==> src/hdl/odometry_dead_reckoning_macros.svh <==
// ----------------------------------------------------------------------------
// odometry_dead_reckoning_macros
// assertion macros for the dead reckoning block
// ----------------------------------------------------------------------------
`ifndef ODOMETRY_DEAD_RECKONING_MACROS_SVH
`define ODOMETRY_DEAD_RECKONING_MACROS_SVH

// implication checked on every clock edge outside reset
`define ODR_ASSERT_IMP(label, clk, rst, cond, prop) \
  label: assert property (@(posedge clk) disable iff (rst) (cond) |-> (prop)) \
    else $error("assertion failed");

// next-cycle implication checked on every clock edge outside reset
`define ODR_ASSERT_NEXT(label, clk, rst, cond, prop) \
  label: assert property (@(posedge clk) disable iff (rst) (cond) |=> (prop)) \
    else $error("assertion failed");

`endif

==> src/hdl/odr_pkg.sv <==
// ----------------------------------------------------------------------------
// odr_pkg
// types, constants and tables shared by the dead reckoning block
// ----------------------------------------------------------------------------
package odr_pkg;

  typedef struct packed {
    logic               cmd;
    logic signed [15:0] heading;
    logic signed [31:0] wheel_distance;
    logic signed [23:0] speed;
  } odr_in_t;

  typedef struct packed {
    logic signed [47:0] pos_x;
    logic signed [47:0] pos_y;
    logic signed [15:0] quat_z;
    logic signed [15:0] quat_w;
    logic signed [23:0] speed_out;
  } odr_out_t;

  // work queued between front and back
  typedef struct packed {
    logic signed [15:0] yaw;
    logic signed [31:0] step;
    logic signed [23:0] speed;
  } odr_job_t;

  localparam logic CmdHeading  = 1'b0;
  localparam logic CmdOdometer = 1'b1;

  localparam int QDepth   = 2;
  localparam int QPtrW    = 1;
  localparam int IterN    = 16;
  localparam int IterW    = 4;

  localparam logic signed [27:0] Pi24     = 28'sd52707179;
  localparam logic signed [27:0] HalfPi24 = 28'sd26353589;
  localparam logic signed [31:0] CordicGain = 32'sd326016437;
  localparam logic signed [47:0] PosMax = 48'sh7FFF_FFFF_FFFF;
  localparam logic signed [47:0] PosMin = 48'sh8000_0000_0000;

  function automatic logic signed [27:0] atan_lut(input logic [IterW-1:0] i);
    logic signed [27:0] r;
    case (i)
      4'd0:    r = 28'sd13176795;
      4'd1:    r = 28'sd7778716;
      4'd2:    r = 28'sd4110060;
      4'd3:    r = 28'sd2086331;
      4'd4:    r = 28'sd1047214;
      4'd5:    r = 28'sd524117;
      4'd6:    r = 28'sd262123;
      4'd7:    r = 28'sd131069;
      4'd8:    r = 28'sd65536;
      4'd9:    r = 28'sd32768;
      4'd10:   r = 28'sd16384;
      4'd11:   r = 28'sd8192;
      4'd12:   r = 28'sd4096;
      4'd13:   r = 28'sd2048;
      4'd14:   r = 28'sd1024;
      default: r = 28'sd512;
    endcase
    return r;
  endfunction

endpackage

==> src/hdl/odr_back.sv <==
// ----------------------------------------------------------------------------
// odr_back
// iterative cordic for yaw and half yaw, then position update and output
// ----------------------------------------------------------------------------
module odr_back import odr_pkg::*; (
  input  logic     clk,
  input  logic     rst,
  input  logic     job_valid,
  output logic     job_take,
  input  odr_job_t job,
  output logic     empty,
  input  logic     pop,
  output odr_out_t out_data
);

  typedef enum logic [2:0] {
    S_IDLE, S_PREP, S_ITER, S_ROUND, S_MUL, S_ACC, S_OUT
  } state_t;

  state_t state;
  odr_job_t cur;
  // two cordic lanes: full yaw (a) and half yaw (b)
  logic signed [31:0] xa, ya, xb, yb;
  logic signed [27:0] za, zb;
  logic               nega, negb;
  logic [IterW-1:0]   it;
  logic signed [15:0] ca, sa, cb, sb;
  logic signed [47:0] px, py;
  logic signed [47:0] acc_x, acc_y;

  function automatic logic signed [27:0] reduce(input logic signed [27:0] z,
                                                output logic neg);
    logic signed [27:0] r;
    r = z;
    if (r > Pi24) r = r - (Pi24 <<< 1);
    else if (r < -Pi24) r = r + (Pi24 <<< 1);
    neg = 1'b0;
    if (r > HalfPi24) begin
      r = r - Pi24;
      neg = 1'b1;
    end else if (r < -HalfPi24) begin
      r = r + Pi24;
      neg = 1'b1;
    end
    return r;
  endfunction

  function automatic logic signed [15:0] rnd(input logic signed [31:0] v,
                                             input logic neg);
    logic signed [32:0] t;
    logic signed [17:0] q;
    logic signed [15:0] r;
    t = {v[31], v} + 33'sd16384;
    q = t[32:15];
    if (q > 18'sd16384) r = 16'sd16384;
    else if (q < -18'sd16384) r = -16'sd16384;
    else r = q[15:0];
    return neg ? -r : r;
  endfunction

  function automatic logic signed [47:0] sat_add(input logic signed [47:0] a,
                                                 input logic signed [47:0] p);
    logic signed [48:0] s;
    s = {a[47], a} + {p[47], p};
    if (s > 49'(PosMax)) return PosMax;
    if (s < 49'(PosMin)) return PosMin;
    return s[47:0];
  endfunction

  logic signed [27:0] ra, rb;
  logic               na, nb;
  logic signed [47:0] mx, my;
  logic signed [27:0] at;

  always_comb begin
    ra = reduce({{1{cur.yaw[15]}}, cur.yaw, 11'd0}, na);
    rb = reduce({{2{cur.yaw[15]}}, cur.yaw, 10'd0}, nb);
    at = atan_lut(it);
    mx = (48'(cur.step) * 48'(ca) + 48'sd8192) >>> 14;
    my = (48'(cur.step) * 48'(sa) + 48'sd8192) >>> 14;
  end

  assign job_take = (state == S_IDLE) && job_valid;
  assign empty    = (state != S_OUT);

  always_ff @(posedge clk) begin
    if (rst) begin
      state <= S_IDLE;
      acc_x <= '0;
      acc_y <= '0;
      it    <= '0;
    end else begin
      case (state)
        S_IDLE: begin
          if (job_valid) begin
            cur   <= job;
            state <= S_PREP;
          end
        end
        S_PREP: begin
          za <= ra; nega <= na;
          zb <= rb; negb <= nb;
          xa <= CordicGain; ya <= '0;
          xb <= CordicGain; yb <= '0;
          it <= '0;
          state <= S_ITER;
        end
        S_ITER: begin
          if (za >= 0) begin
            xa <= xa - (ya >>> it); ya <= ya + (xa >>> it); za <= za - at;
          end else begin
            xa <= xa + (ya >>> it); ya <= ya - (xa >>> it); za <= za + at;
          end
          if (zb >= 0) begin
            xb <= xb - (yb >>> it); yb <= yb + (xb >>> it); zb <= zb - at;
          end else begin
            xb <= xb + (yb >>> it); yb <= yb - (xb >>> it); zb <= zb + at;
          end
          it <= it + 1'b1;
          if (it == IterW'(IterN - 1)) state <= S_ROUND;
        end
        S_ROUND: begin
          ca <= rnd(xa, nega); sa <= rnd(ya, nega);
          cb <= rnd(xb, negb); sb <= rnd(yb, negb);
          state <= S_MUL;
        end
        S_MUL: begin
          px <= mx; py <= my;
          state <= S_ACC;
        end
        S_ACC: begin
          acc_x <= sat_add(acc_x, px);
          acc_y <= sat_add(acc_y, py);
          out_data.pos_x     <= sat_add(acc_x, px);
          out_data.pos_y     <= sat_add(acc_y, py);
          out_data.quat_z    <= sb;
          out_data.quat_w    <= cb;
          out_data.speed_out <= cur.speed;
          state <= S_OUT;
        end
        S_OUT: begin
          if (pop) state <= S_IDLE;
        end
        default: state <= S_IDLE;
      endcase
    end
  end

endmodule

==> config.mk <==
export PLATFORM = sky130hd
export DESIGN_NAME = odr_back
export DESIGN_NICKNAME = d
export VERILOG_FILES = /design/src/hdl/odometry_dead_reckoning_macros.svh /design/src/hdl/odr_pkg.sv /design/src/hdl/odr_back.sv
export SDC_FILE = /design/constraint.sdc
export NUM_CORES = 2
export LEC_CHECK = 0
export BUFFER_PORTS_ARGS = -buffer_cell sky130_fd_sc_hd__clkbuf_2
export CAP_MARGIN = 30
export CORE_ASPECT_RATIO = 1.2
export CORE_MARGIN = 3
export CORE_UTILIZATION = 57
export DETAILED_ROUTE_END_ITERATION = 10
export GPL_TIMING_DRIVEN = 1
export PLACE_DENSITY = 0.74
export SYNTH_ARGS = -nofsm -noshare
export SYNTH_HDL_FRONTEND = slang
export SYNTH_SLANG_ARGS = --single-unit
==> constraint.sdc <==
create_clock -name clk -period 33.7 [get_ports clk]
set_input_delay 1.685 -clock clk [delete_from_list [all_inputs] [get_ports clk]]
set_output_delay 1.685 -clock clk [all_outputs]
set_load 0.05 [all_outputs]
After elaboration in Yosys (flattened, before gate mapping) --
Memories as Yosys holds them, arrays and structs flattened. A register that Yosys moved wholly into a read port is not among the register bits. Index checks and enable logic that the tools add are counted.
Storage, ports and cells: ROM bits 384, register bits after elaboration 645, bits in writable memories 0, bits in latches 0, memories 1
Memories:
- (no name shown) | words 16, width 24, read ports 1, clocked after Yosys merged registers in 1, write ports 0, RTL line odr_pkg.sv:45 | case (i)
Cells by class: add/sub/neg operators 33, shift-type cells 4, equal/unequal tests 11, multipliers 2, order comparisons 22, reductions and logical operators 10, bitwise operators 1, mux-type cells 71, div/mod/pow operators 0
Operator list (number):
- $mux 48 | 8
- $mux 16 | 20
- $mux 28 | 10
- $pmux 32 s2 | 4
- $add 32x16->33 const B | 4
- $add 32x32->32 | 4
- $mux 32 | 4
- $sshr 32x4->32 | 4
- $sub 32x32->32 | 4
- $pmux 28 s2 | 2
- $add 48x34->49 | 2
- $gt 49x48->1 const B | 2
- $lt 49x48->1 const B | 2
- $add 48x15->48 const B | 2
- $mul 32x16->48 | 2
- $gt 18x16->1 const B | 4
- $lt 18x15->1 const B | 4
- $neg 16->16 | 4
- $add 28x27->28 const B | 2
- $add 28x28->28 | 2
- $ge 28x1->1 const B | 2
- $gt 28x26->1 const B | 2
- $lt 28x26->1 const B | 2
- $sub 28x27->28 const B | 2
- other kinds (27) | 56

Longest topological paths before layout --
word-level depth 10, mapped depth 30, gate-level depth less buffers 27

Worst setup path after synthesis --
Ideal clock, no wire load.
path kind input -> register, start in rst, end reg xa[0], enable pin, setup slack 18.444 ns, arrival time 14.303 ns, library setup time 0.953 ns, cell stages on the path 3, cell sequence buf_6 -> buf_6 -> nor3_1
On the way: cells in the longest elaborated chain, start to end 2
RTL lines:
- start: declaration | RTL line odr_back.sv:7 | input logic rst,
- $not 1->1 (no line)
- $reduce_and 2->1 (no line)
- end signal: assignment | RTL line odr_back.sv:110 | xa <= xa - (ya >>> it); ya <= ya + (xa >>> it); za <= za - at;
- end signal: assignment | RTL line odr_back.sv:112 | xa <= xa + (ya >>> it); ya <= ya - (xa >>> it); za <= za + at;
- end: declaration | RTL line odr_back.sv:23 | logic signed [31:0] xa, ya, xb, yb;
Every way passes these cells. A chain may end at the register's enable or synchronous reset.

Worst setup path in the final report --
start reg ca[15], end reg, netlist name px[33]
On the way: cells in the longest elaborated chain, start to end 2
RTL lines:
- start: declaration | RTL line odr_back.sv:27 | logic signed [15:0] ca, sa, cb, sb;
- start signal: assignment | RTL line odr_back.sv:123 | ca <= rnd(xa, nega); sa <= rnd(ya, nega);
- $mul 32x16->48 | RTL line odr_back.sv:79 | mx = (48'(cur.step) * 48'(ca) + 48'sd8192) >>> 14;
- $add 48x15->48 | RTL line odr_back.sv:79
- net mx[33] | RTL line odr_back.sv:72 | logic signed [47:0] mx, my;
The timed path passes the listed nets, and every way through them passes these cells.

==> results.json <==
{
  "synth_area_mm2": 0.0851,
  "fp.dieW_um": 359,
  "status": "finished clean",
  "cp.required_ns": 34.16,
  "cts_tree": "yes",
  "worstMarginPinSlew_ns": 1.08,
  "worst_clock_skew_ns": 0.0677,
  "power_density_mw_per_mm2": 68.4,
  "grt_pass1_wl_um": 357000,
  "die_h_um": 429,
  "synth-seq-cells": 668,
  "cts_root_buf": "clkbuf_16",
  "clk_path_buf_depth": 3,
  "antenna_found_initial": 7,
  "hpwlAfterDp_um": 165000,
  "synthArstFlopShare_pct": 0,
  "start_util_pct": 57.6,
  "synth_cell_type_count": 135,
  "dr_wl_met3_um": 14900,
  "max_freq_mhz": 121,
  "yosysWarnings": 0,
  "nNetsFinal": 10700,
  "die_area_mm2": 0.154,
  "totalWireLength_um": 220000,
  "post-cts-setup-buffers": 0,
  "start_kind": "register",
  "gp_congestion": 0.919,
  "cts_hold_buf": 0,
  "crit_arrival_ns": 8.73,
  "endpoint_kind": "register",
  "period_share_pct": 24.5,
  "max_cap_violations": 0,
  "drt-pass1-iter-count": 6,
  "setup_tns_ns": 0,
  "routed_via_density": 5.89,
  "dr_wl_met2_um": 110000,
  "coreArea_mm2": 0.148,
  "ys.flop_type": "edfxtp_1",
  "ir_drop_mv": 0.0755,
  "critical_path_class": "reg2reg",
  "num_rows": 154,
  "cp_max_fo": 27,
  "post_drt_wl_per_cell_um": 19.7,
  "synth-edff-count": 542,
  "period_minus_slack_ns": 8.26,
  "dr.max_layer_used": "met5",
  "worst_hold_slack_ns": 0.417,
  "path_clk_slew_ns": 0.07,
  "p_leak_nw": 39.7,
  "via_count": 65600,
  "drive_gt1_share_pct": 8.48,
  "n_fill_cell": 12500,
  "syn_to_final_growth_pct": 6.01,
  "slew_violations": 0,
  "slew_headroom_pct": 28.2,
  "synth.avg_cell_area_um2": 9.26,
  "postSynthCellCount": 9181,
  "finalSetupViolCount": 0,
  "io_buffer_count": 229,
  "rsz0062_at_grt": "false",
  "grt_start_max_net_pins": 94,
  "grt_overflow": 0,
  "report.final.hold_viol_count": 0,
  "hold_path.class": "reg2reg",
  "cts_buffers": 80,
  "ys_seq_area_share_pct": 22.1,
  "grt_pass1_vias": 68000,
  "htreeDepth": 3,
  "drc_errors": 0,
  "antenna_left": 0,
  "insertion_delay_ns": 0.74,
  "wl_met1_um": 84400,
  "clock_sinks": 668,
  "ctsResizeCount": 0,
  "drt_iter0_drc": 4997,
  "num_io_pins": 230,
  "grt_util_all_layers_pct": 28.9
}
[cells by family after synthesis]
group	share of synthesized area (%)
other	0.00883
xor gates and xnor gates	6.00
AOI/OAI and AO/OA	11.4
and+or+nand+nor	16.2
muxes	5.39
buffers and inverters	8.02
DFF	22.1
adders and majority gates	30.9
[where the power goes]
part | switching (mW) | internal (mW)
clock network | 0.403 | 0.533
logic | 2.37 | 1.68
registers | 0.0459 | 1.13
total | 2.82 | 3.35
[cells in the final DEF (no fill, tap or decap), types with 29 or more instances in the layout]
| cell | instances |
|---|---|
| o21a_1 | 69 |
| a21oi_1 | 388 |
| edfxtp_1 | 542 |
| o21ai_0 | 380 |
| a21o_1 | 151 |
| o21bai_1 | 41 |
| a31oi_1 | 43 |
| o211ai_1 | 36 |
| nand4_1 | 64 |
| clkbuf_16 | 82 |
| clkbuf_2 | 229 |
| fa_1 | 980 |
| mux2i_1 | 94 |
| a211oi_1 | 40 |
| nand3_1 | 137 |
| nand2_1 | 1171 |
| mux2_2 | 72 |
| nand2b_1 | 87 |
| and3_1 | 55 |
| dfxtp_1 | 122 |
| inv_1 | 1215 |
| nor2_1 | 597 |
| or3_1 | 34 |
| nor2b_1 | 64 |
| o21ai_1 | 68 |
| and2_1 | 447 |
| nor3_1 | 94 |
| xor2_1 | 247 |
| buf_4 | 100 |
| ha_1 | 526 |
| mux4_2 | 107 |
| o31ai_1 | 29 |
| xnor2_1 | 332 |
[worst paths after layout]
check / start / to / slack (ns) / depth (start not counted)
hold / removal: cb[3]$_DFFE_PP_ / out_data[27]$_DFFE_PP_ / 0.42 / 0
hold reg to reg: cb[3]$_DFFE_PP_ / out_data[27]$_DFFE_PP_ / 0.42 / 0
setup / recovery: ca[15]$_DFFE_PP_ / px[33]$_DFFE_PP_ / 25.44 / 25
setup reg to reg: ca[15]$_DFFE_PP_ / px[33]$_DFFE_PP_ / 25.44 / 25
[flip-flops by register name, summed over array words and instances, names as in the netlist]
signal and flops:
acc_x 48, acc_y 48, at 23, ca 16, cb 16, cur 72, it 4, nega 1
negb 1, out_data 152, px 34, py 34, sa 16, sb 16, state 3, xa 32
xb 32, ya 32, yb 32, za 28, zb 28
[Yosys cell counts (all sizes together), types with 13 or more instances]
| cell type | instances | share of area (%) |
|---|---|---|
| a211oi | 41 | 0.37 |
| a21boi | 21 | 0.19 |
| a21o | 154 | 1.4 |
| a21oi | 395 | 2.4 |
| a221o | 23 | 0.27 |
| a22o | 22 | 0.23 |
| a31oi | 44 | 0.34 |
| a41oi | 23 | 0.25 |
| and2 | 451 | 3.3 |
| and3 | 56 | 0.42 |
| buf | 138 | 1.1 |
| clkbuf | 341 | 1.5 |
| dfxtp | 126 | 3.0 |
| edfxtp | 542 | 19 |
| fa | 980 | 23 |
| ha | 526 | 7.7 |
| inv | 1220 | 5.4 |
| mux2 | 73 | 0.97 |
| mux2i | 97 | 1.2 |
| mux4 | 120 | 3.2 |
| nand2 | 1172 | 5.2 |
| nand2b | 89 | 0.67 |
| nand3 | 144 | 0.90 |
| nand3b | 15 | 0.13 |
| nand4 | 65 | 0.49 |
| nor2 | 603 | 2.7 |
| nor2b | 65 | 0.48 |
| nor3 | 102 | 0.65 |
| nor3b | 20 | 0.21 |
| nor4 | 13 | 0.10 |
| o211ai | 36 | 0.32 |
| o21a | 70 | 0.63 |
| o21ai | 453 | 2.7 |
| o21bai | 41 | 0.36 |
| o22ai | 24 | 0.18 |
| o31ai | 32 | 0.30 |
| or2 | 39 | 0.29 |
| or3 | 34 | 0.25 |
| xnor2 | 334 | 3.5 |
| xor2 | 247 | 2.5 |
[metal layers]
layer  track usage, %  vias to the layer above
met1             35.2                    32400
li1                 -                    30200
met2             50.5                     2377
met3             4.70                      575
met5                0                        -
met4             12.3                        4
[layout make-up]
| class | instances | area [µm²] | share of cell area [%] |
|---|---|---|---|
| multi-input combinational | 6807 | 59500 | 66.0 |
| tap | 1950 | 2440 | 2.71 |
| clock buffer | 99 | 2150 | 2.38 |
| clock inverter | 51 | 676 | 0.749 |
| sequential | 668 | 18800 | 20.9 |
| timing repair buffer | 333 | 2000 | 2.22 |
| antenna | 2 | 5.00 | 0.00555 |
| inverter | 1227 | 4610 | 5.11 |
[worst max-delay path: stages (launching register included)]
cell,delay [ns]
edfxtp_1,0.61
clkinv_1,0.92
nor2_1,0.42
fa_1,0.47
fa_1,0.52
fa_1,0.52
fa_1,0.52
fa_1,0.55
inv_1,0.06
fa_1,0.53
inv_1,0.04
ha_1,0.34
a21o_1,0.18
a21o_1,0.17
a21oi_1,0.17
o21ai_0,0.14
nand2_1,0.09
o211ai_1,0.09
buf_4,0.18
nand3_1,0.08
o21ai_0,0.13
o21ai_0,0.51
o2111ai_1,0.27
a21o_1,0.25
a21oi_1,0.17
xnor2_1,0.08
[per-stage QoR]
stage / std cells / power (mW) / instance area (µm²) / setup WS, ns / util [%]
finish: 11100 / 6.17 / 90200 / 25.44 / 61.1
CTS: 11100 / 6.21 / 90100 / 25.49 / 61.0
floorplan: 9182 / 4.18 / 85100 / 18.44 / -
global placement: 11000 / 5.10 / 87200 / 25.63 / 59.1
detailed placement: 11000 / 5.23 / 87300 / 25.48 / 59.1
global route: 11100 / 6.75 / 90200 / 24.94 / 61.1
Power figures use the tool's default switching activity.
