### src/hdl/odometry_dead_reckoning_macros.svh
// ----------------------------------------------------------------------------
// odometry_dead_reckoning_macros
// assertion macros for the dead reckoning block
// ----------------------------------------------------------------------------
`ifndef ODOMETRY_DEAD_RECKONING_MACROS_SVH
`define ODOMETRY_DEAD_RECKONING_MACROS_SVH

// implication checked on every clock edge outside reset
`define ODR_ASSERT_IMP(label, clk, rst, cond, prop) \
  label: assert property (@(posedge clk) disable iff (rst) (cond) |-> (prop)) \
    else $error("assertion failed");

// next-cycle implication checked on every clock edge outside reset
`define ODR_ASSERT_NEXT(label, clk, rst, cond, prop) \
  label: assert property (@(posedge clk) disable iff (rst) (cond) |=> (prop)) \
    else $error("assertion failed");

`endif

### src/hdl/odr_pkg.sv
// ----------------------------------------------------------------------------
// odr_pkg
// types, constants and tables shared by the dead reckoning block
// ----------------------------------------------------------------------------
package odr_pkg;

  typedef struct packed {
    logic               cmd;
    logic signed [15:0] heading;
    logic signed [31:0] wheel_distance;
    logic signed [23:0] speed;
  } odr_in_t;

  typedef struct packed {
    logic signed [47:0] pos_x;
    logic signed [47:0] pos_y;
    logic signed [15:0] quat_z;
    logic signed [15:0] quat_w;
    logic signed [23:0] speed_out;
  } odr_out_t;

  // work queued between front and back
  typedef struct packed {
    logic signed [15:0] yaw;
    logic signed [31:0] step;
    logic signed [23:0] speed;
  } odr_job_t;

  localparam logic CmdHeading  = 1'b0;
  localparam logic CmdOdometer = 1'b1;

  localparam int QDepth   = 2;
  localparam int QPtrW    = 1;
  localparam int IterN    = 16;
  localparam int IterW    = 4;

  localparam logic signed [27:0] Pi24     = 28'sd52707179;
  localparam logic signed [27:0] HalfPi24 = 28'sd26353589;
  localparam logic signed [31:0] CordicGain = 32'sd326016437;
  localparam logic signed [47:0] PosMax = 48'sh7FFF_FFFF_FFFF;
  localparam logic signed [47:0] PosMin = 48'sh8000_0000_0000;

  function automatic logic signed [27:0] atan_lut(input logic [IterW-1:0] i);
    logic signed [27:0] r;
    case (i)
      4'd0:    r = 28'sd13176795;
      4'd1:    r = 28'sd7778716;
      4'd2:    r = 28'sd4110060;
      4'd3:    r = 28'sd2086331;
      4'd4:    r = 28'sd1047214;
      4'd5:    r = 28'sd524117;
      4'd6:    r = 28'sd262123;
      4'd7:    r = 28'sd131069;
      4'd8:    r = 28'sd65536;
      4'd9:    r = 28'sd32768;
      4'd10:   r = 28'sd16384;
      4'd11:   r = 28'sd8192;
      4'd12:   r = 28'sd4096;
      4'd13:   r = 28'sd2048;
      4'd14:   r = 28'sd1024;
      default: r = 28'sd512;
    endcase
    return r;
  endfunction

endpackage

### src/hdl/odr_front.sv
// ----------------------------------------------------------------------------
// odr_front
// takes input transactions, keeps heading and last distance, queues jobs
// ----------------------------------------------------------------------------
module odr_front import odr_pkg::*; (
  input  logic     clk,
  input  logic     rst,
  input  logic     push,
  output logic     full,
  input  odr_in_t  in_data,
  output logic     job_valid,
  input  logic     job_take,
  output odr_job_t job
);

  logic signed [15:0] yaw_angle;
  logic        [31:0] last_distance;
  logic               started;
  odr_job_t           q [QDepth];
  logic [QPtrW-1:0]   wr_ptr, rd_ptr;
  logic [QPtrW:0]     count;
  logic               acc, enq, deq;

  assign full      = (count == (QPtrW + 1)'(QDepth));
  assign acc       = push && !full;
  assign enq       = acc && (in_data.cmd == CmdOdometer) && started;
  assign deq       = job_take && job_valid;
  assign job_valid = (count != '0);
  assign job       = q[rd_ptr];

  always_ff @(posedge clk) begin
    if (rst) begin
      yaw_angle     <= '0;
      last_distance <= '0;
      started       <= 1'b0;
      wr_ptr        <= '0;
      rd_ptr        <= '0;
      count         <= '0;
    end else begin
      if (acc) begin
        if (in_data.cmd == CmdHeading) begin
          yaw_angle <= in_data.heading;
        end else begin
          last_distance <= in_data.wheel_distance;
          started       <= 1'b1;
        end
      end
      if (enq) begin
        q[wr_ptr].yaw   <= yaw_angle;
        q[wr_ptr].step  <= in_data.wheel_distance - last_distance;
        q[wr_ptr].speed <= in_data.speed;
        wr_ptr          <= wr_ptr + 1'b1;
      end
      if (deq) begin
        rd_ptr <= rd_ptr + 1'b1;
      end
      count <= count + {{QPtrW{1'b0}}, enq} - {{QPtrW{1'b0}}, deq};
    end
  end

endmodule

### config.mk
export PLATFORM = sky130hd
export DESIGN_NAME = odr_front
export DESIGN_NICKNAME = d
export VERILOG_FILES = /design/src/hdl/odometry_dead_reckoning_macros.svh /design/src/hdl/odr_pkg.sv /design/src/hdl/odr_front.sv
export SDC_FILE = /design/constraint.sdc
export NUM_CORES = 1
export LEC_CHECK = 0
export BUFFER_PORTS_ARGS = -buffer_cell sky130_fd_sc_hd__buf_2
export CORE_UTILIZATION = 56
export DETAILED_ROUTE_END_ITERATION = 16
export PLACE_DENSITY = 0.8
export REMOVE_ABC_BUFFERS = 1
export SLEW_MARGIN = 0
export SYNTH_ARGS = -nofsm -noshare
export SYNTH_HDL_FRONTEND = slang
export SYNTH_SLANG_ARGS = --single-unit
### constraint.sdc
create_clock -name clk -period 7.85 [get_ports clk]
set_input_delay 0.3925 -clock clk [delete_from_list [all_inputs] [get_ports clk]]
set_output_delay 0.3925 -clock clk [all_outputs]
set_load 0.01 [all_outputs]
======== After elaboration in Yosys (flattened, before gate mapping) ========
Memories as Yosys holds them, arrays and structs flattened. A register that Yosys moved wholly into a read port is not among the register bits.
Index checks and enable logic that the tools add are counted.
word-level totals
  memory bits (writable) .................. 144
  memories ................................ 1
  flip-flop bits (word level) ............. 53
memory list
  memory  words  bits a word  read ports  clocked after memory_dff  write ports  line             source
  q       2      72           1           1                         1            odr_front.sv:19  odr_job_t q [QDepth];
operators by class
  $add $sub $neg .......................... 5
  mux-type cells .......................... 5
  bitwise gates (word level) .............. 1
  equality and inequality tests ........... 1
  reductions and logical operators ........ 8
operator list
  cell                 count
  $sub 32x32->32       1
  $mux 1               5
  $logic_and 1x1->1    4
  $reduce_and 2->1     2
  $add 1x1->1 const B  2
  $add 2x1->2          1
  $eq 2x2->1 const B   1
  $reduce_bool 2->1    1
  $sub 2x1->2          1
  $logic_not 1->1      1
  $not 1->1            1

======== Logic depth before layout (Yosys ltp) ========
Gate-level depths: netlist of run 1.
  depth in word-level cells ............... 8
  mapped depth ............................ 11

======== Worst setup path after synthesis of run 1 ========
No wires, ideal clock.
  path kind ............................... register to register
  from .................................... register count[0]
  to ...................................... memory q[1][0] (netlist name), enable pin
  period minus slack after synthesis ...... 6841 ps
  required time ........................... 7244 ps
  setup slack ............................. 1009 ps
  stages on the path, launching flop included .. 6
  buffers on the path ..................... 1
  data arrival time ....................... 6235 ps
  cell sequence ........................... dfxtp_1 > nand2b_1 > and3_1 > clkbuf_1 > nand2_1 > nor3b_1
on the way
  longest elaborated chain between the ends .. 8
RTL lines
  item                             line             source
  start, declared                  odr_front.sv:21  logic [QPtrW:0] count;
  start signal, assigned           odr_front.sv:57  count <= count + {{QPtrW{1'b0}}, enq} - {{QPtrW{1'b0}}, deq};
  $eq 2x2->1                       odr_front.sv:24  assign full = (count == (QPtrW + 1)'(QDepth));
  $logic_not 1->1                  odr_front.sv:25  assign acc = push && !full;
  $logic_and 1x1->1                odr_front.sv:25
  $logic_and 1x1->1 (2 in series)  odr_front.sv:26  assign enq = acc && (in_data.cmd == CmdOdometer) && started;
  $mux 1                           odr_front.sv:48  if (enq) begin
  $mux 1                           odr_front.sv:32  if (rst) begin
  $mux 1 (implied by the code)     odr_front.sv:51  q[wr_ptr].speed <= in_data.speed;
  end, declared                    odr_front.sv:19
No other way between the ends.

======== Worst setup path in the final report of run 1 ========
  from .................................... register last_distance[0]
  to ...................................... memory q[1][52] (netlist name) (data pin)
on the way
  longest elaborated chain between the ends .. 1
RTL lines
  item                    line             source
  start, declared         odr_front.sv:17  logic [31:0] last_distance;
  start signal, assigned  odr_front.sv:44  last_distance <= in_data.wheel_distance;
  $sub 32x32->32          odr_front.sv:50  q[wr_ptr].step <= in_data.wheel_distance - last_distance;
No other way between the ends.

==> impl_metrics.json, run 1 <==
{
  "cts_max_path_buffers": 2,
  "dr_wl_met2_mm": 7.91,
  "hp-class": "primary input to flop",
  "numClockSinks": 198,
  "synth_edf_count": 144,
  "die-height_um": 128,
  "synthesis.area_um2": 8820,
  "synthDistinctLibCells": 46,
  "cts-root-buf": "clkbuf_16",
  "finalWorstSetupSlack_ps": 4920,
  "fmax_ghz": 0.342,
  "hold_violations": 0,
  "grt_antenna_before_repair": 0,
  "synth_seq_area_share_pct": 61.3,
  "htree_levels": 4,
  "fp.dieArea_um2": 16300,
  "clock_latency_ps": 420,
  "dp_hpwl_mm": 11.2,
  "setup.worst_path.class": "flop to flop",
  "grt_overflow": 0,
  "dp_slack_ps": 4710,
  "synthFlopType": "edfxtp_1",
  "top_layer_used": "met4",
  "totalWireLength_mm": 16.2,
  "grt_usage_pct": 20.7,
  "synth_top_area_share_pct": 49.0,
  "cp_max_fo": 3,
  "status": "complete, no violations",
  "end_kind": "flop",
  "wl_per_cell_um": 14.7,
  "vias": 5791,
  "syn_avg_cell_area_um2": 12.1,
  "worst_setup_path_start_kind": "flop",
  "final.min_clock_period_ps": 2930,
  "synthTopCellsByArea": "edfxtp_1 49%, dfxtp_1 12%, mux2_2 9.2%, nand2_1 5.1%, ha_1 4.7%",
  "met1Wirelength_mm": 7.04,
  "num_rows": 45,
  "fin_crit_sh_pct": 37.3,
  "drv_slew": 0,
  "place_congestion": 0.949,
  "relSlewSlack_pct": 26.8,
  "grt_max_degree": 73,
  "max-vdd-ir-drop_mv": 0.157,
  "routed_via_density": 5.27,
  "cts.repair.resized": 0,
  "grt_pass1_wl_mm": 26.0,
  "cp_data_arrival_time_ps": 3090,
  "drc": 0,
  "drtPass1Iterations": 5,
  "finClkSkew_ps": 10.9,
  "drive_gt1_share_pct": 30.6,
  "cts_setup_buffers": 0,
  "setup-tns-final_ps": 0,
  "pwr_density_cell_nw_per_um2": 260,
  "antenna-diode-count": 0,
  "synth-async-reset-ratio_pct": 0,
  "tightest_slew_ps": 1100,
  "fin_nets": 985,
  "dr_wl_met3_um": 837,
  "grt_setup_unrepaired": "false",
  "die_w_um": 128,
  "synthCells": 729,
  "grt_pass1_vias": 5467,
  "drv_cap": 0,
  "fill_cells": 1205,
  "final_antenna_net_count": 0,
  "coreArea_um2": 15300,
  "cp.required_ps": 8010,
  "numPortBuffers": 150,
  "pin_count": 151,
  "synth.most_common_cell": "edfxtp_1",
  "start_util_pct": 57.6,
  "numCtsBuffers": 17,
  "cts_hold_buffers": 0,
  "whs_ps": 153,
  "setup-violations-final": 0,
  "p_leak_uw": 0.00385,
  "synthTopCellsByCount": "144 x edfxtp_1, 120 x nand2_1, 74 x a21oi_1",
  "seq_area_um2": 5410,
  "synth.largest_area_cell": "edfxtp_1",
  "p_total_uw": 2690,
  "synth_seq_cells": 198,
  "yosys_warnings": 0,
  "drtIter0Drc": 301,
  "syn_to_final_growth_pct": 17.3,
  "clkTransAtPathRegs_ps": 70,
  "cts_tree": "yes",
  "multi_input_area_um2": 3140
}
[cell type report]
cell class,instances,area share (%)
Tap cell,211,2.55
Sequential cell,198,52.2
Timing Repair Buffer,156,7.69
Multi-Input combinational cell,455,30.4
Clock buffer,17,4.11
Inverter,46,1.67
Clock inverter,15,1.38
[power breakdown]
part | internal (uW) | switching [uW]
clock network | 445 | 382
logic | 292 | 309
registers | 1190 | 70.5
total | 1920 | 762
[worst paths after layout]
kind | from | endpoint | slack [ps] | depth (start not counted)
hold / removal | in_data[22] | q[1][22]$_DFFE_PP_ | 150 | 1
setup reg to reg | last_distance[0]$_SDFFE_PP0N_ | q[1][52]$_DFFE_PP_ | 4920 | 10
hold reg to reg | yaw_angle[6]$_SDFFE_PP0P_ | q[1][62]$_DFFE_PP_ | 450 | 0
setup / recovery | last_distance[0]$_SDFFE_PP0N_ | q[1][52]$_DFFE_PP_ | 4920 | 10
[layer usage]
| layer | track usage, % | vias up |
|---|---|---|
| li1 | - | 2884 |
| met1 | 25.2 | 2709 |
| met2 | 35.9 | 168 |
| met3 | 4.31 | 30 |
| met4 | 8.26 | 0 |
| met5 | 0 | - |
[sequential cells by signal, summed over array words and instances (netlist names), named ones only]
| signal | flops |
|---|---|
| wr_ptr | 1 |
| q | 144 |
| started | 1 |
| count | 2 |
| last_distance | 32 |
| yaw_angle | 16 |
| rd_ptr | 1 |
[through the flow]
stage                     area [um^2]  std cells  utilization (%)
after floorplan                  8710        699                -
after global placement           9780       1066             63.9
after detailed placement         9780       1066             63.9
after CTS                       10400       1098             67.6
after global routing            10400       1098             67.6
final                           10400       1098             67.6
[cell usage in the layout (no fill, tap or decap), types with 7 or more instances in the layout]
| master | netlist | routed |
|---|---|---|
| o21ai_0 | 18 | 18 |
| mux2_2 | 72 | 72 |
| buf_2 | 0 | 150 |
| a21oi_1 | 74 | 74 |
| dfxtp_1 | 54 | 53 |
| xor2_1 | 10 | 10 |
| ha_1 | 33 | 33 |
| clkbuf_16 | 0 | 17 |
| nand2_1 | 120 | 120 |
| edfxtp_1 | 144 | 144 |
| xnor2_1 | 24 | 24 |
| nand3_1 | 7 | 7 |
| nor2_1 | 24 | 24 |
| inv_1 | 46 | 46 |
[logic make-up (layout without fill, tap and decap cells)]
kind of cell	after synthesis	count (layout)	share of synthesized area [%]
mux	72	72	9.19
compound gates	134	134	9.32
fa+ha+maj	34	34	4.91
flops	198	198	61.3
buf+inv	76	234	3.23
simple gates	181	181	8.72
xor+xnor	34	34	3.37
[critical path, stage by stage, from the launching register on]
cell	delay (ps)
dfxtp_1	320
ha_1	210
fa_1	410
and2b_1	250
o211ai_2	120
a31oi_4	240
a21oi_2	110
o31a_1	340
o41ai_4	320
a41oi_1	190
xnor2_1	160
(Power assumes the default switching activity.)
==> run 2, diff against run 1 <==
Settings changed: ABC_AREA from default to 1, CORE_UTILIZATION 56 to 57.
Clock period 7.85 ns to 3 ns, I/O delays scaled along.
==> run 2 against run 1 <==
Net effect: synthesized cell count increased by 33%; wire length up 29%; combinational power grew to 3.2 times the previous value; clock power increased to 2.6 times the previous value; sequential power grew to 2.6 times the previous value; cell count grew 27%; via count up 23%; register-to-register slack worse by 4000 ps; hold slack worse by 140 ps; final area increased by 13%; first-iteration DRC count rose by 54%; core utilization rose by 2.5 points; critical path type is now primary input to flop; critical endpoint is now q[0][48]$_DFFE_PP_; largest power group unchanged.
==> impl_metrics.json, run 2 <==
{
  "setup.worst_path.class": "primary input to flop",
  "cts_max_path_buffers": 2,
  "synth_top_area_share_pct": 44.3,
  "stdcell_count": 1394,
  "grt_antenna_before_repair": 0,
  "synthCells": 972,
  "drive_gt1_share_pct": 25.8,
  "numPortBuffers": 150,
  "die_w_um": 133,
  "fill_cells": 1238,
  "cts-root-buf": "clkbuf_16",
  "synth.largest_area_cell": "edfxtp_1",
  "max-vdd-ir-drop_mv": 0.431,
  "dp_slack_ps": 983,
  "die-height_um": 133,
  "drtIter0Drc": 463,
  "numClockSinks": 198,
  "htree_levels": 4,
  "yosys_warnings": 0,
  "whs_ps": 9.68,
  "grt_usage_pct": 24.7,
  "vias": 7114,
  "final_common_cell": "nand2_1",
  "totalWireLength_mm": 20.9,
  "setup-violations-final": 0,
  "fp.dieArea_um2": 17600,
  "grt_setup_unrepaired": "false",
  "routed_via_density": 5.10,
  "final_antenna_net_count": 0,
  "worst_setup_path_start_kind": "primary input",
  "end_kind": "flop",
  "drv_cap": 0,
  "synth_seq_cells": 198,
  "final_area_um2": 11700,
  "fmax_ghz": 0.465,
  "grt_pass1_vias": 7041,
  "finalWorstSetupSlack_ps": 851,
  "start_util_pct": 58.6,
  "synthDistinctLibCells": 35,
  "num_rows": 47,
  "grt_max_degree": 73,
  "synth_seq_area_share_pct": 55.4,
  "drtPass1Iterations": 5,
  "clock_latency_ps": 430,
  "top_register": "q",
  "pwr_density_cell_nw_per_um2": 635,
  "drc": 0,
  "syn_to_final_growth_pct": 19.5,
  "status": "complete, no violations",
  "synthTopCellsByArea": "edfxtp_1 44%, dfxtp_1 11%, nand2_1 9.0%, mux2_2 8.3%, inv_1 6.6%",
  "cp_max_fo": 3,
  "cts_tree": "yes",
  "largest_register_ffs": 144,
  "clkTransAtPathRegs_ps": 70,
  "antenna-diode-count": 0,
  "wl_per_cell_um": 15.0,
  "synth_edf_count": 144,
  "final.min_clock_period_ps": 2150,
  "finClkSkew_ps": 7.79,
  "numCtsBuffers": 17,
  "tightest_slew_ps": 738,
  "hold_violations": 0,
  "synthFlopType": "edfxtp_1",
  "place_area_um2": 10700,
  "drv_slew": 0,
  "p_leak_uw": 0.00516,
  "fin_crit_sh_pct": 71.6,
  "syn_avg_cell_area_um2": 10.0,
  "grt_pass1_wl_mm": 33.9,
  "coreArea_um2": 16600,
  "setup-tns-final_ps": 0,
  "synthTopCellsByCount": "235 x nand2_1, 171 x inv_1, 144 x edfxtp_1",
  "mostFrequentLayoutCells": "235 x nand2_1, 171 x inv_1, 150 x buf_2",
  "grt_overflow": 0,
  "cts_setup_buffers": 0,
  "cp.required_ps": 3190,
  "synth-async-reset-ratio_pct": 0,
  "fin_nets": 1272,
  "synth.most_common_cell": "nand2_1",
  "pin_count": 151,
  "synthesis.area_um2": 9760,
  "relSlewSlack_pct": 50.8,
  "top_regs": "q (144), last_distance (32), yaw_angle (16)",
  "dp.cells": 1324,
  "place_congestion": 0.948,
  "cp_data_arrival_time_ps": 2330,
  "dp_hpwl_mm": 14.2,
  "hp-class": "primary input to flop"
}
run 2: cell count changes after synthesis, moves of 6 or more:
cell      before  now
inv_1         46  171
nand2_1      120  235
nor2_1        24   87
a21oi_1       74   27
clkbuf_1      30    5
a211oi_1       5   28
xnor2_1       24    1
a211oi_2       0   18
nand3_1        7   25
o21ai_0       18    0
buf_2          0   11
nand2_2        0    9
nor2b_1        6    0
run 2: final cells by class:
| cell class | instances | area (um^2) | area share, % |
|---|---|---|---|
| flip-flops and latches | 198 | 5410 | 46.4 |
| multi-input cells | 577 | 3560 | 30.5 |
| well taps | 220 | 275 | 2.36 |
| repair buffers | 194 | 1200 | 10.3 |
| clock inverters | 15 | 136 | 1.17 |
| inverters | 173 | 652 | 5.59 |
| clock buffers | 17 | 425 | 3.65 |
run 2: where the power goes:
group	internal [uW]	leakage, uW	switching (uW)
Sequential	3160	0.00175	124
Clock	1090	0.000277	1080
Combinational	820	0.00313	1130
run 2: stage by stage:
step / utilization, % / power, uW
detailed placement: 64.4 / 5240
floorplan: - / 4640
global placement: 64.4 / 5180
global route: 70.1 / 7770
finish: 70.1 / 7400
CTS: 70.1 / 7430
run 2: final timing paths:
check	slack, ps	start	cells past startpoint	endpoint
min	10	in_data[32]	3	last_distance[8]$_SDFFE_PP0N_
min reg2reg	460	yaw_angle[1]$_SDFFE_PP0P_	0	q[1][57]$_DFFE_PP_
max reg2reg	970	last_distance[0]$_SDFFE_PP0N_	10	q[0][48]$_DFFE_PP_
max	850	in_data[24]	13	q[0][48]$_DFFE_PP_
run 2: timing repair:
action                    4_1_cts  5_1_grt
hold endpoints to repair       62        0
gates resized for setup         0        0
hold buffers                   38        0
run 2: cell families after synthesis:
kind of cell	count (synthesis)	synth area share, %
buf+inv	197	8.24
simple gates	377	15.9
mux	72	8.31
compound gates	78	6.28
flops	198	55.4
xor+xnor	16	1.44
fa+ha+maj	34	4.44
run 2: routing by layer:
layer | share of wire (%) | global-route usage (%)
met3 | 4.7 | 3.91
met1 | 43 | 30.9
met5 | 0 | 0
met4 | 1.4 | 7.28
met2 | 51 | 43.7
run 2: worst max-delay path, stage by stage:
cell and delay, ps:
dlygate4sd3_1 550, buf_2 120, inv_1 40, ha_1 230
fa_1 420, inv_1 130, nand3_1 90, nand3_1 140
nand2_1 100, nand2_1 110, nand2_1 90, nand4_1 90
nand2_1 70
==> run 3, diff against run 2 <==
Clock period 3 ns to 2.2 ns, I/O delays scaled along.
==> run 3 against run 2 <==
Net effect: combinational power up 43%; global-route usage grew 0.96 points; final area grew 3.6%; cell count rose by 2.4%; sequential cell count did not move; critical path depth is the same; total power up 40%; critical path type unchanged; largest power group unchanged; highest routed layer is now met5.
==> impl_metrics.json, run 3 (same netlist as run 2, synthesis figures left out) <==
{
  "mostFrequentLayoutCells": "235 x nand2_1, 170 x inv_1, 150 x buf_2",
  "whs_ps": 26.3,
  "setup-violations-final": 0,
  "cts_max_path_buffers": 2,
  "cp_common_cell": "nand2_1",
  "clock_latency_ps": 430,
  "fp.dieArea_um2": 17600,
  "syn_to_final_growth_pct": 23.7,
  "wl_per_cell_um": 15.1,
  "cp_max_fo": 3,
  "grt_overflow": 0,
  "worst_setup_path_start_kind": "primary input",
  "top_register": "q",
  "grt_pass1_vias": 7365,
  "relSlewSlack_pct": 50.5,
  "finalWorstSetupSlack_ps": 175,
  "totalWireLength_mm": 21.5,
  "num_rows": 47,
  "grt_usage_pct": 25.6,
  "end_kind": "flop",
  "top_regs": "q (144), last_distance (32), yaw_angle (16)",
  "place_area_um2": 10800,
  "numClockSinks": 198,
  "final_antenna_net_count": 0,
  "setup.worst_path.class": "primary input to flop",
  "cp_slowest_cell": "dlygate4sd3_1",
  "grt_pass1_wl_mm": 35.1,
  "dp_slack_ps": 161,
  "final_area_um2": 12100,
  "vias": 7208,
  "drc": 0,
  "pin_count": 151,
  "dp_hpwl_mm": 14.2,
  "fin_crit_sh_pct": 92.1,
  "fin_nets": 1306,
  "antenna-diode-count": 0,
  "grt_setup_unrepaired": "false",
  "fmax_ghz": 0.494,
  "htree_levels": 4,
  "numPortBuffers": 150,
  "hold_violations": 0,
  "cts-root-buf": "clkbuf_16",
  "pwr_density_cell_nw_per_um2": 856,
  "place_congestion": 0.958,
  "final.min_clock_period_ps": 2030,
  "drive_gt1_share_pct": 25.4,
  "drv_slew": 0,
  "die-height_um": 133,
  "start_util_pct": 58.6,
  "setup-tns-final_ps": 0,
  "finClkSkew_ps": 10.4,
  "max-vdd-ir-drop_mv": 0.547,
  "grt_antenna_before_repair": 1,
  "cp_data_arrival_time_ps": 2200,
  "fill_cells": 1178,
  "routed_via_density": 5.05,
  "hp-class": "primary input to flop",
  "grt_max_degree": 73,
  "tightest_slew_ps": 742,
  "final_common_cell": "nand2_1",
  "die_w_um": 133,
  "coreArea_um2": 16600,
  "drtIter0Drc": 375,
  "cts_tree": "yes",
  "drtPass1Iterations": 4,
  "max_stage_delay_ps": 550,
  "p_leak_uw": 0.00532,
  "status": "complete, no violations",
  "drv_cap": 0,
  "numCtsBuffers": 17,
  "p_total_uw": 10300,
  "largest_register_ffs": 144,
  "clkTransAtPathRegs_ps": 70,
  "cp.required_ps": 2370,
  "path_cells": "dlygate4sd3_1 -> buf_2 -> inv_1 -> ha_1 -> fa_2 -> inv_2 -> nand3_1 -> nand3_2 -> nand2_1 -> nand2_1 -> nand2_1 -> nand4_1 -> nand2_1"
}
[run 3: final cells by class]
type | instances | area [um^2] | area share [%]
clock buffer | 17 | 425 | 3.52
clock inverter | 15 | 176 | 1.46
timing repair buffer | 228 | 1560 | 13.0
multi-input combinational | 577 | 3570 | 29.6
sequential | 198 | 5410 | 44.8
inverter | 173 | 652 | 5.40
tap | 220 | 275 | 2.28
[run 3: worst max-delay path: cells and delay by family]
family        cells  cell delay (ps)
simple gates      7              670
buf+inv           4              800
fa+ha+maj         2              610
[run 3: final timing paths]
kind	slack [ps]	startpoint	end	depth (start not counted)
setup / recovery	170	in_data[24]	q[1][48]$_DFFE_PP_	13
hold / removal	30	in_data[72]	last_distance[31]$_SDFFE_PP0N_	3
setup reg to reg	270	last_distance[0]$_SDFFE_PP0N_	q[1][48]$_DFFE_PP_	10
hold reg to reg	450	yaw_angle[11]$_SDFFE_PP0P_	q[0][67]$_DFFE_PP_	0
[run 3: where the power goes]
part	total [uW]	switching, uW	internal [uW]
clock	3130	1500	1630
sequential	4430	124	4300
combinational	2780	1610	1170
total	10300	3230	7100
[run 3: what timing repair did]
item                                   CTS  global route
setup buffers                            0             0
hold buffers                            71             0
resized for setup                        0             4
endpoints found under the hold margin   95             0
setup endpoints to repair                0            10
[run 3: per-layer routing]
layer / GRT usage [%] / wire length [um] / vias to the layer above
li1: - / - / 3635
met1: 30.9 / 9380 / 3344
met2: 46.0 / 10700 / 188
met3: 4.75 / 937 / 39
met4: 8.43 / 469 / 2
met5: 0 / 13 / -
[run 3: per-stage QoR]
stage | util, % | cells
2_1_floorplan | - | 948
3_3_place_gp | 64.6 | 1325
3_5_place_dp | 64.6 | 1325
4_1_cts | 72.5 | 1428
5_1_grt | 72.6 | 1428
6_report | 72.6 | 1428
